## src/rtl/clt_pkg.sv

```systemverilog
// ----------------------------------------------------------------------------
// clt_pkg: shared types and constants of the card locker table
// Outcome codes, item mode codes, the result record and default sizes.
// ----------------------------------------------------------------------------
`default_nettype none

package clt_pkg;

  localparam int NUM_LOCKERS_DEF = 8;
  localparam int UID_BYTES_DEF   = 4;
  localparam int QUEUE_DEPTH     = 2;
  localparam int CARD_PORT_W     = 32;
  localparam int LOCKER_INDEX_W  = 3;
  localparam int VACANT_COUNT_W  = 4;

  typedef enum logic [1:0] {
    OUT_OPENED      = 2'd0,
    OUT_RELEASED    = 2'd1,
    OUT_REGISTERED  = 2'd2,
    OUT_NONE_VACANT = 2'd3
  } clt_outcome_t;

  typedef enum logic {
    OP_OPEN    = 1'b0,
    OP_RELEASE = 1'b1
  } clt_op_t;

  typedef struct packed {
    clt_outcome_t                outcome;
    logic [LOCKER_INDEX_W-1:0]   locker_index;
    logic                        open_strobe;
    logic [VACANT_COUNT_W-1:0]   vacant_count;
    logic                        all_full;
  } clt_result_t;

  // stored/compared card bits: the UID bytes, capped at the port width
  function automatic int card_width(input int uid_bytes);
    int bits;
    bits = uid_bytes * 8;
    return (bits >= CARD_PORT_W) ? CARD_PORT_W : bits;
  endfunction

endpackage

`default_nettype wire

```

## src/rtl/card_locker_table_core.sv

```systemverilog
// ----------------------------------------------------------------------------
// card_locker_table_core: card-operated locker bank table
// Matches scanned cards against the locker table, opens, releases or
// registers lockers and reports the vacant count.
// ----------------------------------------------------------------------------
// Usage:
//   Input channel: drive in_operation and in_card_number with start high; the
//   item is taken on a clock edge where busy is low. A two-entry queue sits
//   in front of the table engine, so busy only rises when two items wait.
//   Result channel: out_valid is high for exactly one cycle per item with the
//   outcome, locker index, open strobe, vacant count and full flag. The
//   receiver cannot stall; every result must be taken in its cycle.
//   Timing: the engine walks the table one locker per cycle through the card
//   RAM read port. It finishes one item (early when the card matches) before
//   it pops the next from the queue. Results come out in acceptance order.
//   Reset: synchronous, active low. Afterwards every locker is vacant and the
//   vacant count equals NUM_LOCKERS; the queue is empty. The card RAM is not
//   cleared: an entry is only matched while its occupied flag is set.
// ----------------------------------------------------------------------------
`default_nettype none

module card_locker_table_core
  import clt_pkg::*;
#(
  parameter int NUM_LOCKERS = NUM_LOCKERS_DEF,
  parameter int UID_BYTES   = UID_BYTES_DEF
) (
  input  wire logic                      clk,
  input  wire logic                      rst_n,
  input  wire logic                      start,
  output logic                           busy,
  input  wire logic                      in_operation,
  input  wire logic [CARD_PORT_W-1:0]    in_card_number,
  output logic                           out_valid,
  output logic      [1:0]                out_outcome,
  output logic      [LOCKER_INDEX_W-1:0] out_locker_index,
  output logic                           out_open_strobe,
  output logic      [VACANT_COUNT_W-1:0] out_vacant_count,
  output logic                           out_all_full
);

  localparam int CARD_W = card_width(UID_BYTES);

  logic              pop;
  logic              head_vld;
  clt_op_t           head_op;
  logic [CARD_W-1:0] head_card;
  clt_result_t       res;

  clt_queue #(
    .CARD_W (CARD_W)
  ) u_front (
    .clk            (clk),
    .rst_n          (rst_n),
    .start          (start),
    .busy           (busy),
    .in_operation   (in_operation),
    .in_card_number (in_card_number),
    .pop            (pop),
    .head_vld       (head_vld),
    .head_op        (head_op),
    .head_card      (head_card)
  );

  clt_engine #(
    .NUM_LOCKERS (NUM_LOCKERS),
    .CARD_W      (CARD_W)
  ) u_back (
    .clk       (clk),
    .rst_n     (rst_n),
    .head_vld  (head_vld),
    .head_op   (head_op),
    .head_card (head_card),
    .pop       (pop),
    .res_vld   (out_valid),
    .res       (res)
  );

  assign out_outcome      = res.outcome;
  assign out_locker_index = res.locker_index;
  assign out_open_strobe  = res.open_strobe;
  assign out_vacant_count = res.vacant_count;
  assign out_all_full     = res.all_full;

endmodule

`default_nettype wire

```

## src/rtl/clt_ram.sv

```systemverilog
// ----------------------------------------------------------------------------
// clt_ram: generic simple dual-port RAM
// One write port, one read port with registered read data.
// ----------------------------------------------------------------------------
`default_nettype none

module clt_ram #(
  parameter int WIDTH = 32,
  parameter int DEPTH = 8,
  localparam int AW   = (DEPTH > 1) ? $clog2(DEPTH) : 1
) (
  input  wire logic             clk,
  input  wire logic             we,
  input  wire logic [AW-1:0]    waddr,
  input  wire logic [WIDTH-1:0] wdata,
  input  wire logic [AW-1:0]    raddr,
  output logic      [WIDTH-1:0] rdata
);

  logic [WIDTH-1:0] mem [DEPTH];

  always_ff @(posedge clk) begin
    if (we) begin
      mem[waddr] <= wdata;
    end
    rdata <= mem[raddr];
  end

endmodule

`default_nettype wire

```

## src/rtl/clt_queue.sv

```systemverilog
// ----------------------------------------------------------------------------
// clt_queue: front end of the card locker table
// Accepts scan items, decodes the mode, trims the card and queues the item
// for the table engine.
// ----------------------------------------------------------------------------
`default_nettype none

module clt_queue
  import clt_pkg::*;
#(
  parameter int CARD_W = 32
) (
  input  wire logic                   clk,
  input  wire logic                   rst_n,
  input  wire logic                   start,
  output logic                        busy,
  input  wire logic                   in_operation,
  input  wire logic [CARD_PORT_W-1:0] in_card_number,
  input  wire logic                   pop,
  output logic                        head_vld,
  output clt_op_t                     head_op,
  output logic      [CARD_W-1:0]      head_card
);

  localparam int PW = (QUEUE_DEPTH > 1) ? $clog2(QUEUE_DEPTH) : 1;
  localparam int NW = $clog2(QUEUE_DEPTH + 1);
  localparam logic [PW-1:0] LAST_PTR = PW'(QUEUE_DEPTH - 1);
  localparam logic [NW-1:0] FULL_N   = NW'(QUEUE_DEPTH);

  clt_op_t           op_q   [QUEUE_DEPTH];
  logic [CARD_W-1:0] card_q [QUEUE_DEPTH];
  logic [PW-1:0]     wr_ptr_r, wr_ptr_nxt;
  logic [PW-1:0]     rd_ptr_r, rd_ptr_nxt;
  logic [NW-1:0]     cnt_r, cnt_nxt;
  logic              push, take;

  assign busy      = (cnt_r == FULL_N);
  assign head_vld  = (cnt_r != '0);
  assign head_op   = op_q[rd_ptr_r];
  assign head_card = card_q[rd_ptr_r];

  assign push = start && !busy;
  assign take = pop && head_vld;

  always_comb begin
    wr_ptr_nxt = wr_ptr_r;
    rd_ptr_nxt = rd_ptr_r;
    cnt_nxt    = cnt_r;
    if (push) begin
      wr_ptr_nxt = (wr_ptr_r == LAST_PTR) ? '0 : wr_ptr_r + 1'b1;
    end
    if (take) begin
      rd_ptr_nxt = (rd_ptr_r == LAST_PTR) ? '0 : rd_ptr_r + 1'b1;
    end
    if (push && !take) begin
      cnt_nxt = cnt_r + 1'b1;
    end else if (take && !push) begin
      cnt_nxt = cnt_r - 1'b1;
    end
  end

  always_ff @(posedge clk) begin
    if (!rst_n) begin
      wr_ptr_r <= '0;
      rd_ptr_r <= '0;
      cnt_r    <= '0;
    end else begin
      wr_ptr_r <= wr_ptr_nxt;
      rd_ptr_r <= rd_ptr_nxt;
      cnt_r    <= cnt_nxt;
    end
  end

  // payload slots, no reset
  always_ff @(posedge clk) begin
    if (push) begin
      op_q[wr_ptr_r]   <= clt_op_t'(in_operation);
      card_q[wr_ptr_r] <= in_card_number[CARD_W-1:0];
    end
  end

  a_cnt_bound: assert property (@(posedge clk) disable iff (!rst_n)
    cnt_r <= FULL_N)
    else $error("queue count above depth");

  a_no_push_full: assert property (@(posedge clk) disable iff (!rst_n)
    busy && !take |=> cnt_r == FULL_N)
    else $error("queue lost an entry while full");

  a_ptr_gap: assert property (@(posedge clk) disable iff (!rst_n)
    (cnt_r == '0 || cnt_r == FULL_N) |-> wr_ptr_r == rd_ptr_r)
    else $error("queue pointers out of step with count");

endmodule

`default_nettype wire

```

## src/rtl/clt_engine.sv

```systemverilog
// ----------------------------------------------------------------------------
// clt_engine: back end of the card locker table
// Walks the locker table one entry per cycle, looks for the card among the
// occupied lockers, tracks the lowest vacant one and applies the update.
// ----------------------------------------------------------------------------
`default_nettype none

module clt_engine
  import clt_pkg::*;
#(
  parameter int NUM_LOCKERS = NUM_LOCKERS_DEF,
  parameter int CARD_W      = 32
) (
  input  wire logic              clk,
  input  wire logic              rst_n,
  input  wire logic              head_vld,
  input  wire clt_op_t           head_op,
  input  wire logic [CARD_W-1:0] head_card,
  output logic                   pop,
  output logic                   res_vld,
  output clt_result_t            res
);

  localparam int IW = (NUM_LOCKERS > 1) ? $clog2(NUM_LOCKERS) : 1;
  localparam int CW = $clog2(NUM_LOCKERS + 1);
  localparam logic [IW-1:0] LAST_IDX = IW'(NUM_LOCKERS - 1);
  localparam logic [CW-1:0] FULL_CNT = CW'(NUM_LOCKERS);

  typedef enum logic [1:0] {
    ST_IDLE = 2'b01,
    ST_SCAN = 2'b10
  } state_t;

  state_t                 state_r, state_nxt;
  clt_op_t                op_r, op_nxt;
  logic [CARD_W-1:0]      card_r, card_nxt;
  logic                   issue_r, issue_nxt;
  logic [IW-1:0]          scan_idx_r, scan_idx_nxt;
  logic                   chk_vld_r, chk_vld_nxt;
  logic [IW-1:0]          chk_idx_r, chk_idx_nxt;
  logic                   vac_fnd_r, vac_fnd_nxt;
  logic [IW-1:0]          vac_idx_r, vac_idx_nxt;
  logic [NUM_LOCKERS-1:0] occ_r, occ_nxt;
  logic [CW-1:0]          vac_total_r, vac_total_nxt;
  logic                   res_vld_r, res_vld_nxt;
  clt_result_t            res_r, res_nxt;

  logic [CARD_W-1:0]      rd_data;
  logic                   we;
  logic                   cur_occ, hit, cur_free, last, have_vac, finish;
  logic [IW-1:0]          new_idx, res_idx;

  clt_ram #(
    .WIDTH (CARD_W),
    .DEPTH (NUM_LOCKERS)
  ) u_cards (
    .clk   (clk),
    .we    (we),
    .waddr (new_idx),
    .wdata (card_r),
    .raddr (scan_idx_r),
    .rdata (rd_data)
  );

  // compare stage sees the entry read in the previous cycle
  assign cur_occ  = occ_r[chk_idx_r];
  assign hit      = chk_vld_r && cur_occ && (rd_data == card_r);
  assign cur_free = chk_vld_r && !cur_occ;
  assign last     = chk_vld_r && (chk_idx_r == LAST_IDX);
  assign have_vac = vac_fnd_r || cur_free;
  assign new_idx  = vac_fnd_r ? vac_idx_r : chk_idx_r;
  assign finish   = (state_r == ST_SCAN) && (hit || last);

  assign pop = (state_r == ST_IDLE) && head_vld;
  assign we  = finish && !hit && have_vac;

  always_comb begin
    state_nxt     = state_r;
    op_nxt        = op_r;
    card_nxt      = card_r;
    issue_nxt     = issue_r;
    scan_idx_nxt  = scan_idx_r;
    chk_vld_nxt   = chk_vld_r;
    chk_idx_nxt   = chk_idx_r;
    vac_fnd_nxt   = vac_fnd_r;
    vac_idx_nxt   = vac_idx_r;
    occ_nxt       = occ_r;
    vac_total_nxt = vac_total_r;
    res_vld_nxt   = 1'b0;
    res_idx       = '0;
    res_nxt       = res_r;
    case (state_r)
      ST_IDLE: begin
        if (head_vld) begin
          op_nxt       = head_op;
          card_nxt     = head_card;
          issue_nxt    = 1'b1;
          scan_idx_nxt = '0;
          chk_vld_nxt  = 1'b0;
          vac_fnd_nxt  = 1'b0;
          state_nxt    = ST_SCAN;
        end
      end
      ST_SCAN: begin
        chk_vld_nxt = issue_r;
        if (issue_r) begin
          chk_idx_nxt = scan_idx_r;
          if (scan_idx_r == LAST_IDX) begin
            issue_nxt = 1'b0;
          end else begin
            scan_idx_nxt = scan_idx_r + 1'b1;
          end
        end
        if (cur_free && !vac_fnd_r) begin
          vac_fnd_nxt = 1'b1;
          vac_idx_nxt = chk_idx_r;
        end
        if (hit || last) begin
          state_nxt   = ST_IDLE;
          issue_nxt   = 1'b0;
          chk_vld_nxt = 1'b0;
          res_vld_nxt = 1'b1;
          if (hit) begin
            res_idx = chk_idx_r;
            if (op_r == OP_RELEASE) begin
              occ_nxt[chk_idx_r] = 1'b0;
              if (vac_total_r != FULL_CNT) begin
                vac_total_nxt = vac_total_r + 1'b1;
              end
              res_nxt.outcome = OUT_RELEASED;
            end else begin
              res_nxt.outcome = OUT_OPENED;
            end
            res_nxt.open_strobe = 1'b1;
          end else if (have_vac) begin
            // unknown card: claim the lowest vacant locker
            res_idx          = new_idx;
            occ_nxt[new_idx] = 1'b1;
            if (vac_total_r != '0) begin
              vac_total_nxt = vac_total_r - 1'b1;
            end
            res_nxt.outcome     = OUT_REGISTERED;
            res_nxt.open_strobe = 1'b1;
          end else begin
            res_nxt.outcome     = OUT_NONE_VACANT;
            res_nxt.open_strobe = 1'b0;
          end
          res_nxt.locker_index = LOCKER_INDEX_W'(res_idx);
          res_nxt.vacant_count = VACANT_COUNT_W'(vac_total_nxt);
          res_nxt.all_full     = (vac_total_nxt == '0);
        end
      end
      default: begin
        state_nxt = ST_IDLE;
      end
    endcase
  end

  always_ff @(posedge clk) begin
    if (!rst_n) begin
      state_r     <= ST_IDLE;
      issue_r     <= 1'b0;
      chk_vld_r   <= 1'b0;
      vac_fnd_r   <= 1'b0;
      occ_r       <= '0;
      vac_total_r <= FULL_CNT;
      res_vld_r   <= 1'b0;
    end else begin
      state_r     <= state_nxt;
      issue_r     <= issue_nxt;
      chk_vld_r   <= chk_vld_nxt;
      vac_fnd_r   <= vac_fnd_nxt;
      occ_r       <= occ_nxt;
      vac_total_r <= vac_total_nxt;
      res_vld_r   <= res_vld_nxt;
    end
  end

  always_ff @(posedge clk) begin
    op_r       <= op_nxt;
    card_r     <= card_nxt;
    scan_idx_r <= scan_idx_nxt;
    chk_idx_r  <= chk_idx_nxt;
    vac_idx_r  <= vac_idx_nxt;
    res_r      <= res_nxt;
  end

  assign res_vld = res_vld_r;
  assign res     = res_r;

  a_count_match: assert property (@(posedge clk) disable iff (!rst_n)
    $countones(occ_r) + int'(vac_total_r) == NUM_LOCKERS)
    else $error("vacant count disagrees with occupied flags");

  a_res_after_scan: assert property (@(posedge clk) disable iff (!rst_n)
    res_vld_r |-> $past(state_r == ST_SCAN))
    else $error("result without a table scan");

  a_strobe_code: assert property (@(posedge clk) disable iff (!rst_n)
    res_vld_r |-> (res_r.open_strobe == (res_r.outcome != OUT_NONE_VACANT)))
    else $error("open strobe disagrees with outcome");

  a_fail_full: assert property (@(posedge clk) disable iff (!rst_n)
    res_vld_r && res_r.outcome == OUT_NONE_VACANT |-> res_r.all_full)
    else $error("scan failed while a locker was vacant");

  a_pop_scan: assert property (@(posedge clk) disable iff (!rst_n)
    pop |=> state_r == ST_SCAN && issue_r)
    else $error("popped item did not start a scan");

endmodule

`default_nettype wire

```

## config.mk

```make
export PLATFORM = sky130hd
export DESIGN_NAME = card_locker_table_core
export DESIGN_NICKNAME = d
export VERILOG_FILES = /design/src/rtl/clt_pkg.sv /design/src/rtl/card_locker_table_core.sv /design/src/rtl/clt_ram.sv /design/src/rtl/clt_queue.sv /design/src/rtl/clt_engine.sv
export SDC_FILE = /design/constraint.sdc
export NUM_CORES = 1
export LEC_CHECK = 0
export ABC_CLOCK_PERIOD_IN_PS = 4700
export BUFFER_PORTS_ARGS = -buffer_cell sky130_fd_sc_hd__buf_2
export CAP_MARGIN = 20
export CELL_PAD_IN_SITES_DETAIL_PLACEMENT = 2
export CELL_PAD_IN_SITES_GLOBAL_PLACEMENT = 2
export CORE_MARGIN = 3
export CORE_UTILIZATION = 45
export CTS_CLUSTER_DIAMETER = 40
export DETAILED_ROUTE_END_ITERATION = 7
export GPL_TIMING_DRIVEN = 0
export PLACE_DENSITY = 0.82
export REMOVE_ABC_BUFFERS = 1
export SLEW_MARGIN = 20
export SYNTH_ARGS = -nofsm -noshare
export SYNTH_HDL_FRONTEND = slang
export SYNTH_SLANG_ARGS = --single-unit
```

## constraint.sdc

```tcl
create_clock -name clk -period 4.7 [get_ports clk]
set_clock_uncertainty 0.15 [all_clocks]
set_input_delay 0.705 -clock clk [delete_from_list [all_inputs] [get_ports clk]]
set_output_delay 0.705 -clock clk [all_outputs]
set_load 0.01 [all_outputs]
```

==> metrics.md, run 1 <==
| Metric | Value |
|---|---|
| Result of the run | `finished clean` |
| Synth Register Bits | `429` |
| End of the worst register-to-register path | `u_back.u_cards.mem[6][5]` |
| Ratio of cells with drive above 1 in the final layout | `35.2%` |
| Number of placed I/O pins | `49` |
| Final worst slack | `443 ps` |
| HPWL reported at the end of detailed placement | `28.2 mm` |
| Number of nets with antenna violations after detailed routing | `0` |
| Final net count | `947` |
| Routability-driven placement congestion ratio | `0.741` |
| Period utilization | `90.6%` |
| End point of the critical path | `u_back.u_cards.mem[6][5]` |
| Total area of multi-input combinational cells | `3670 um^2` |
| Number of H-tree levels | `2` |
| Antenna violations before repair | `0` |
| Min-delay src | `in_card_number[4]` |
| Min Hold Slack | `143 ps` |
| Shortest clock period the worst path allows after layout | `4260 ps` |
| DRC violation count after routing | `0` |
| Synth Cell Area | `16100 um^2` |
| Proportion of synthesized chip area in sequential cells | `76.6%` |
| Origin of the worst setup path | `u_back.card_r[27]` |
| Die height | `195 um` |
| Number of buffers created by CTS | `55` |
| Maximum Capacitance Violations | `0` |
| Number of design-rule violations left by the first detailed-router iteration | `790` |
| Total Routed Length | `46.3 mm` |
| Core box area | `34900 um^2` |
| Flop2flop setup slack | `440 ps` |
| Final-report setup violation count | `0` |
| Hold Path Class | `in2reg` |
| DR WL/cell | `32.9 um` |
| Number of enable-type register cells in the synthesized netlist | `375` |
| Data required, critical path | `4900 ps` |
| Upper clock frequency limit | `235 MHz` |
| Path type of the worst setup path | `reg2reg` |
| Arrival @ worst endpoint | `4460 ps` |
| Clock latency on the worst-skew pair | `600 ps` |
| Largest net degree at the start of global routing | `28` |
| All-Layer GR Usage | `24.7%` |
| Number of inserted diodes | `0` |
| CP max FO | `14` |
| Dpl ws | `306 ps` |
| RSZ-0062 raised after global routing | `false` |
| Worst Setup Start Kind | `flop` |
| FF/Latch Area | `12300 um^2` |
| Static leakage | `6.59 nW` |
| Overall die width | `195 um` |
| Initial core utilization | `46.2%` |
| Number of cells produced by synthesis | `799` |
| Relative slew slack | `25.7%` |
| CP Capture Type | `flop` |
| Die ar. | `38100 um^2` |
| Share of the core filled with cells in the final layout | `56.3%` |
| CTS tree | `done` |
| Dominant register cell in the synthesized netlist | `sky130_fd_sc_hd__edfxtp_1` |
| Port Buffer Count | `48` |
| Pin slew with the least headroom to its limit | `1100 ps` |
| Pwr/cell area | `641 nW/um^2` |
| Cell Rows | `68` |
| Area grow syn2layout | `21.8%` |
| Launching point of the worst reg2reg path | `u_back.card_r[27]` |
| Number of sinks handled by clock tree synthesis | `429` |
| R2r worst-path depth | `8` |
| Clk buf depth | `3` |
| Clock transition at the registers of the reported paths | `60 ps` |
| Ys async rst share | `0%` |
| Global-route wire length before repair | `68.3 mm` |
| Router iterations before antenna repair | `5` |
| Root Buffer Master | `sky130_fd_sc_hd__clkbuf_16` |
| Fill count | `2862` |
| Warning count from the yosys run | `0` |
| Buffers inserted during post-CTS setup optimization | `0` |
| Via count of the first global-routing pass | `9468` |
| Area post-placement | `17600 um^2` |
| Design Area, Final | `19600 um^2` |
| Number of unique standard cell types used by synthesis | `50` |
| Sum of overflow across all layers after global routing | `0` |
| Vias after detailed routing | `8300` |
| Via density per instance | `5.89` |
| Worst-case vdd ir drop | `0.436 mV` |
| Final max-slew violation count | `0` |
| Synth Area per Inst | `20.2 um^2` |
| Hold Vio Cnt, Final | `0` |
==> sequential cells by signal, indices dropped and copies added (netlist names), 4 cells and up <==
register,flops
u_back.u_cards.rdata,32
u_back.occ_r,8
u_back.res,11
u_back.card_r,32
u_front.card_q,64
u_back.u_cards.mem,256
u_back.vac_total_r,4
==> per-layer routing <==
metal  global-route usage, %  wire length [um]  up-vias
met5                       0                 0        -
met3                    3.90              2010       89
li1                        -                 -     3446
met2                    44.0             24700      296
met4                    8.40              1280        0
met1                    30.8             18200     4469
==> how the worst min path moves through the flow <==
stage,to,slack [ps],cells past startpoint
3_3_place_gp,u_back.occ_r[5],310,1
4_1_cts,u_front.card_q[0][13],110,1
5_1_grt,u_front.card_q[1][21],120,1
3_5_place_dp,u_back.occ_r[3],330,1
2_1_floorplan,u_back.occ_r[7],310,1
6_report,u_front.card_q[0][4],140,1
==> cell type report <==
cell class / instances / area share (%)
sequential: 429 / 62.9
multi-input combinational: 325 / 18.7
clock buffer: 65 / 7.47
timing repair buffer: 82 / 4.97
tap: 455 / 2.90
clock inverter: 39 / 2.83
inverter: 13 / 0.249
==> cells in the mapped netlist (3+ instances only) <==
master / n / area share (%)
sky130_fd_sc_hd__nor4_1: 6 / 0.23
sky130_fd_sc_hd__nand4_1: 9 / 0.35
sky130_fd_sc_hd__xor2_1: 19 / 1.0
sky130_fd_sc_hd__nand4b_1: 5 / 0.27
sky130_fd_sc_hd__nand2b_1: 5 / 0.19
sky130_fd_sc_hd__nand3b_1: 6 / 0.28
sky130_fd_sc_hd__o211a_1: 5 / 0.31
sky130_fd_sc_hd__dfxtp_1: 54 / 6.7
sky130_fd_sc_hd__mux2i_1: 6 / 0.37
sky130_fd_sc_hd__nor3_1: 6 / 0.19
sky130_fd_sc_hd__mux2_2: 66 / 4.6
sky130_fd_sc_hd__nand3_1: 4 / 0.12
sky130_fd_sc_hd__and2_1: 9 / 0.35
sky130_fd_sc_hd__clkbuf_1: 20 / 0.47
sky130_fd_sc_hd__a21oi_1: 3 / 0.093
sky130_fd_sc_hd__mux4_2: 64 / 8.9
sky130_fd_sc_hd__o21ai_0: 11 / 0.34
sky130_fd_sc_hd__nand2_1: 11 / 0.26
sky130_fd_sc_hd__ha_1: 5 / 0.39
sky130_fd_sc_hd__a22o_1: 3 / 0.16
sky130_fd_sc_hd__buf_1: 10 / 0.23
sky130_fd_sc_hd__o21bai_1: 4 / 0.19
sky130_fd_sc_hd__nor2_1: 20 / 0.47
sky130_fd_sc_hd__or4_1: 6 / 0.28
sky130_fd_sc_hd__edfxtp_1: 375 / 70
sky130_fd_sc_hd__o21ba_2: 4 / 0.25
sky130_fd_sc_hd__inv_1: 13 / 0.30
sky130_fd_sc_hd__xnor2_1: 18 / 0.98
==> cell usage in the layout, fill, tap and decap left out, drive strengths merged, types with 4 or more instances in the layout <==
| master | netlist | final |
|---|---|---|
| mux4 | 64 | 64 |
| xor2 | 19 | 19 |
| clkbuf | 20 | 65 |
| and2 | 9 | 9 |
| mux2 | 66 | 66 |
| nand3b | 6 | 6 |
| clkinvlp | 0 | 7 |
| clkinv | 0 | 13 |
| mux2i | 7 | 7 |
| nand2b | 5 | 5 |
| nand3 | 4 | 4 |
| dfxtp | 54 | 54 |
| ha | 5 | 5 |
| o21ai | 11 | 11 |
| nor2 | 20 | 20 |
| nand4 | 9 | 9 |
| a21oi | 4 | 4 |
| buf | 12 | 82 |
| nand4b | 5 | 5 |
| nor3 | 6 | 6 |
| edfxtp | 375 | 375 |
| inv | 13 | 21 |
| nor4 | 7 | 7 |
| xnor2 | 18 | 18 |
| or4 | 6 | 6 |
| bufinv | 0 | 11 |
| o211a | 5 | 5 |
| o21ba | 4 | 4 |
| nand2 | 11 | 11 |
| o21bai | 4 | 4 |
==> what timing repair did <==
action / 4_1_cts / 5_1_grt
setup endpoints to repair: 0 / 1
hold buffers: 0 / 0
gates resized for setup: 0 / 1
==> critical path, cell delays in order, from the launching register on <==
cell and delay (ps):
sky130_fd_sc_hd__edfxtp_1 560, sky130_fd_sc_hd__xnor2_1 440, sky130_fd_sc_hd__nand4_1 160, sky130_fd_sc_hd__or4_1 570, sky130_fd_sc_hd__nor4_1 910, sky130_fd_sc_hd__nand3b_1 570
sky130_fd_sc_hd__nor2_4 220, sky130_fd_sc_hd__buf_16 220, sky130_fd_sc_hd__buf_16 170
==> cell families (layout without fill, tap and decap cells) <==
family                     Yosys count  count (layout)  share of synthesized area (%)
DFF                                429             429                           76.6
muxes                              137             137                           14.1
and+or+nand+nor                     98              98                           3.53
AOI/OAI and AO/OA                   48              48                           2.31
buffers and inverters               45             199                           1.14
xor gates and xnor gates            37              37                           2.01
adders and majority gates            5               5                          0.388
==> per-stage QoR <==
| step | std cells | total power, mW | setup TNS (ps) |
|---|---|---|---|
| after floorplan | 767 | 6.84 | 0 |
| after global placement | 1270 | 7.55 | -272900 |
| after detailed placement | 1304 | 7.92 | 0 |
| after CTS | 1408 | 12.7 | 0 |
| after global routing | 1408 | 13.0 | 0 |
| final | 1408 | 12.6 | 0 |
==> where the power goes <==
part	leakage [nW]	internal, mW	switching, mW
sequential	3.88	4.97	0.669
clock	0.968	2.88	1.77
combinational	1.74	1.12	1.17
total	6.59	8.97	3.61
Note: power is estimated with default switching activity, not from simulation.
==> run 2: changes to the inputs <==
- SYNTH_HIERARCHICAL: unset -> 1
==> run 2 against run 1 <==
Via count shrank 1.7%. Critical path type unchanged. Sequential power is essentially flat. Worst hold slack lost 8.3 ps. Register-to-register slack lost 160 ps. Wire length shrank 9.1%. Sequential share of layout area grew 0.094 points. Die area grew 1.8%. Setup slack lost 160 ps. Synthesized cell count grew 1.9%. Flip-flop and latch count grew 1. Total power shrank 2.3%. Largest cell class unchanged. Clock-buffer cell count grew 1.
==> metrics.md, run 2 <==
| Metric | Value |
|---|---|
| Clk buf depth | `3` |
| Cell Rows | `69` |
| Hold Vio Cnt, Final | `0` |
| Number of unique standard cell types used by synthesis | `61` |
| Synth Register Bits | `430` |
| RSZ-0062 raised after global routing | `false` |
| Dominant register cell in the synthesized netlist | `sky130_fd_sc_hd__edfxtp_1` |
| Hold Path Class | `in2reg` |
| Met2 layer usage reported by global route | `38.4%` |
| Min-delay src | `in_card_number[0]` |
| Launching point of the worst reg2reg path | `u_back/card_r[18]` |
| Min Hold Slack | `135 ps` |
| Static leakage | `6.68 nW` |
| Pin slew with the least headroom to its limit | `780 ps` |
| Final net count | `969` |
| CP Capture Type | `flop` |
| Largest register by flop count | `u_back/u_cards/mem` |
| Clock latency on the worst-skew pair | `610 ps` |
| GRT Max-Usage Layer | `met2` |
| Largest net degree at the start of global routing | `27` |
| Top post-synthesis cells by area | `sky130_fd_sc_hd__edfxtp_1 69%, sky130_fd_sc_hd__dfxtp_1 6.7%, sky130_fd_sc_hd__mux4_1 6.4%` |
| Number of cells produced by synthesis | `814` |
| Period utilization | `94.0%` |
| Ys async rst share | `0%` |
| Number of nets with antenna violations after detailed routing | `0` |
| Final-report setup violation count | `0` |
| Design Area, Final | `19600 um^2` |
| Overall power of the completed layout | `12.3 mW` |
| Initial core utilization | `45.9%` |
| Fraction of met3 tracks used by global routing | `4.01%` |
| Clock transition at the registers of the reported paths | `60 ps` |
| Core box area | `35700 um^2` |
| Synth cell count leaders | `375 x sky130_fd_sc_hd__edfxtp_1, 69 x sky130_fd_sc_hd__mux2_2, 55 x sky130_fd_sc_hd__dfxtp_1` |
| Layout Cells excl Fill | `1436` |
| Proportion of synthesized chip area in sequential cells | `75.3%` |
| Maximum Capacitance Violations | `0` |
| Ratio of cells with drive above 1 in the final layout | `30.4%` |
| Final max-slew violation count | `0` |
| Sum of overflow across all layers after global routing | `0` |
| Pwr/cell area | `626 nW/um^2` |
| Registers with the most flip-flops | `u_back/u_cards/mem: 256 flops, u_front/card_q: 64 flops` |
| HPWL reported at the end of detailed placement | `26.7 mm` |
| Data required, critical path | `4850 ps` |
| Vias after detailed routing | `8159` |
| Number of buffers created by CTS | `56` |
| CP max FO | `10` |
| Origin of the worst setup path | `u_back/card_r[18]` |
| Routability-driven placement congestion ratio | `0.746` |
| Number of inserted diodes | `0` |
| Router iterations before antenna repair | `5` |
| Top cell type's share of synthesized area | `68.6%` |
| DRC violation count after routing | `0` |
| Result of the run | `finished clean` |
| Synth Area per Inst | `20.2 um^2` |
| Arrival @ worst endpoint | `4570 ps` |
| All-Layer GR Usage | `22.2%` |
| Share of the core filled with cells in the final layout | `54.9%` |
| Overall die width | `197 um` |
| Most frequent cell after synthesis | `sky130_fd_sc_hd__edfxtp_1` |
| Number of flip-flops in the largest register | `256` |
| Global-route wire length before repair | `62.8 mm` |
| Antenna violations before repair | `0` |
| Number of sinks handled by clock tree synthesis | `430` |
| Path type of the worst setup path | `reg2reg` |
| Area post-placement | `17700 um^2` |
| # placed instances | `1328` |
| DR WL/cell | `29.3 um` |
| Grt met1 use | `29.2%` |
| Synth Cell Area | `16400 um^2` |
| Warning count from the yosys run | `6` |
| Port Buffer Count | `48` |
| Worst Setup Start Kind | `flop` |
| Upper clock frequency limit | `226 MHz` |
| Number of enable-type register cells in the synthesized netlist | `375` |
| Number of placed I/O pins | `49` |
| Most common library cell in the layout ignoring fill and taps | `sky130_fd_sc_hd__edfxtp_1` |
| Biggest area consumer among synthesized cells | `sky130_fd_sc_hd__edfxtp_1` |
| Die height | `197 um` |
| Shortest clock period the worst path allows after layout | `4420 ps` |
| Number of design-rule violations left by the first detailed-router iteration | `662` |
| Total Routed Length | `42.1 mm` |
| Number of H-tree levels | `2` |
| Relative slew slack | `47.9%` |
| Die ar. | `38800 um^2` |
| Most frequent cells in the layout | `375 x sky130_fd_sc_hd__edfxtp_1, 69 x sky130_fd_sc_hd__mux2_2, 56 x sky130_fd_sc_hd__clkbuf_16` |
| Via density per instance | `5.68` |
| Root Buffer Master | `sky130_fd_sc_hd__clkbuf_16` |
| Area grow syn2layout | `19.6%` |
| Fill count | `3001` |
| Worst-case vdd ir drop | `0.397 mV` |
| CTS tree | `done` |
| Via count of the first global-routing pass | `9127` |
## run 2: changes by cell type in the layout (fill, tap and decap cells not counted), sizes merged, moves of 4 or more
cell,change
bufinv,-5
o21bai,-4
nand2b,+5
nand4,-4
mux2,+5
buf,+4
o21ba,-4
mux2i,-4
nand3b,-5
nand3,+4
nand2,+12
nor3,+6
clkinv,+10
## run 2: layer usage
layer	vias up	wire length, um
met5	-	0
met4	0	891
met3	63	1710
met2	210	21600
met1	4349	17800
li1	3537	-
## run 2: worst paths after layout
| check | to | slack [ps] | cells past startpoint |
|---|---|---|---|
| worst min-delay path | u_front/card_q[0][0] | 130 | 1 |
| worst min register to register | u_back/occ_r[1] | 330 | 2 |
| worst max register to register | u_back/u_cards/mem[4][11] | 280 | 11 |
| worst max-delay path | u_back/u_cards/mem[4][11] | 280 | 11 |
## run 2: critical path, cell delays in order, from the launching register on
cell	delay, ps
sky130_fd_sc_hd__edfxtp_1	530
sky130_fd_sc_hd__xor2_1	260
sky130_fd_sc_hd__nor4_1	510
sky130_fd_sc_hd__nand4_1	360
sky130_fd_sc_hd__nor3_4	330
sky130_fd_sc_hd__o21ai_2	200
sky130_fd_sc_hd__nor3_1	290
sky130_fd_sc_hd__nand2_1	340
sky130_fd_sc_hd__nor3_4	570
sky130_fd_sc_hd__buf_6	230
sky130_fd_sc_hd__buf_6	160
sky130_fd_sc_hd__buf_6	160
## run 2: cell type report
class	count	area, um^2	share of cell area [%]
Clock buffer	66	1470	7.48
Sequential cell	430	12400	63.0
Inverter	14	52.6	0.268
Clock inverter	39	444	2.26
Tap cell	461	577	2.94
Multi-Input combinational cell	340	3890	19.8
Timing Repair Buffer	86	835	4.25
## run 2: repair_timing
item	CTS	global route
hold buffers	0	0
cloned	0	0
resized for setup	2	1
buffers inserted	1	2
pin swaps	1	2
setup endpoints to repair	89	117
## run 2: report_power, final
group          switching [mW]  internal (mW)
logic                    1.19           1.19
registers               0.607           5.01
clock network            1.70           2.60
total                    3.50           8.79
## run 2: through the flow
| stage | setup slack, ps | TNS (ps) |
|---|---|---|
| 2_1_floorplan | -491 | -31390 |
| 5_1_grt | 65.7 | 0 |
| 3_3_place_gp | -3620 | -567080 |
| 6_report | 283 | 0 |
| 4_1_cts | 46.0 | 0 |
| 3_5_place_dp | -306 | -6700 |
## run 2: kinds of logic (layout without fill, tap and decap cells)
logic type / Yosys count / count (layout) / share of synthesized area [%]
flip-flops: 430 / 430 / 75.3
multiplexers: 140 / 140 / 15.1
AND/OR/NAND/NOR: 116 / 116 / 3.97
buffers and inverters: 44 / 205 / 1.51
AO/OA/AOI/OAI: 43 / 43 / 1.88
XOR/XNOR: 36 / 36 / 1.92
adder cells (fa/ha/maj): 5 / 5 / 0.381
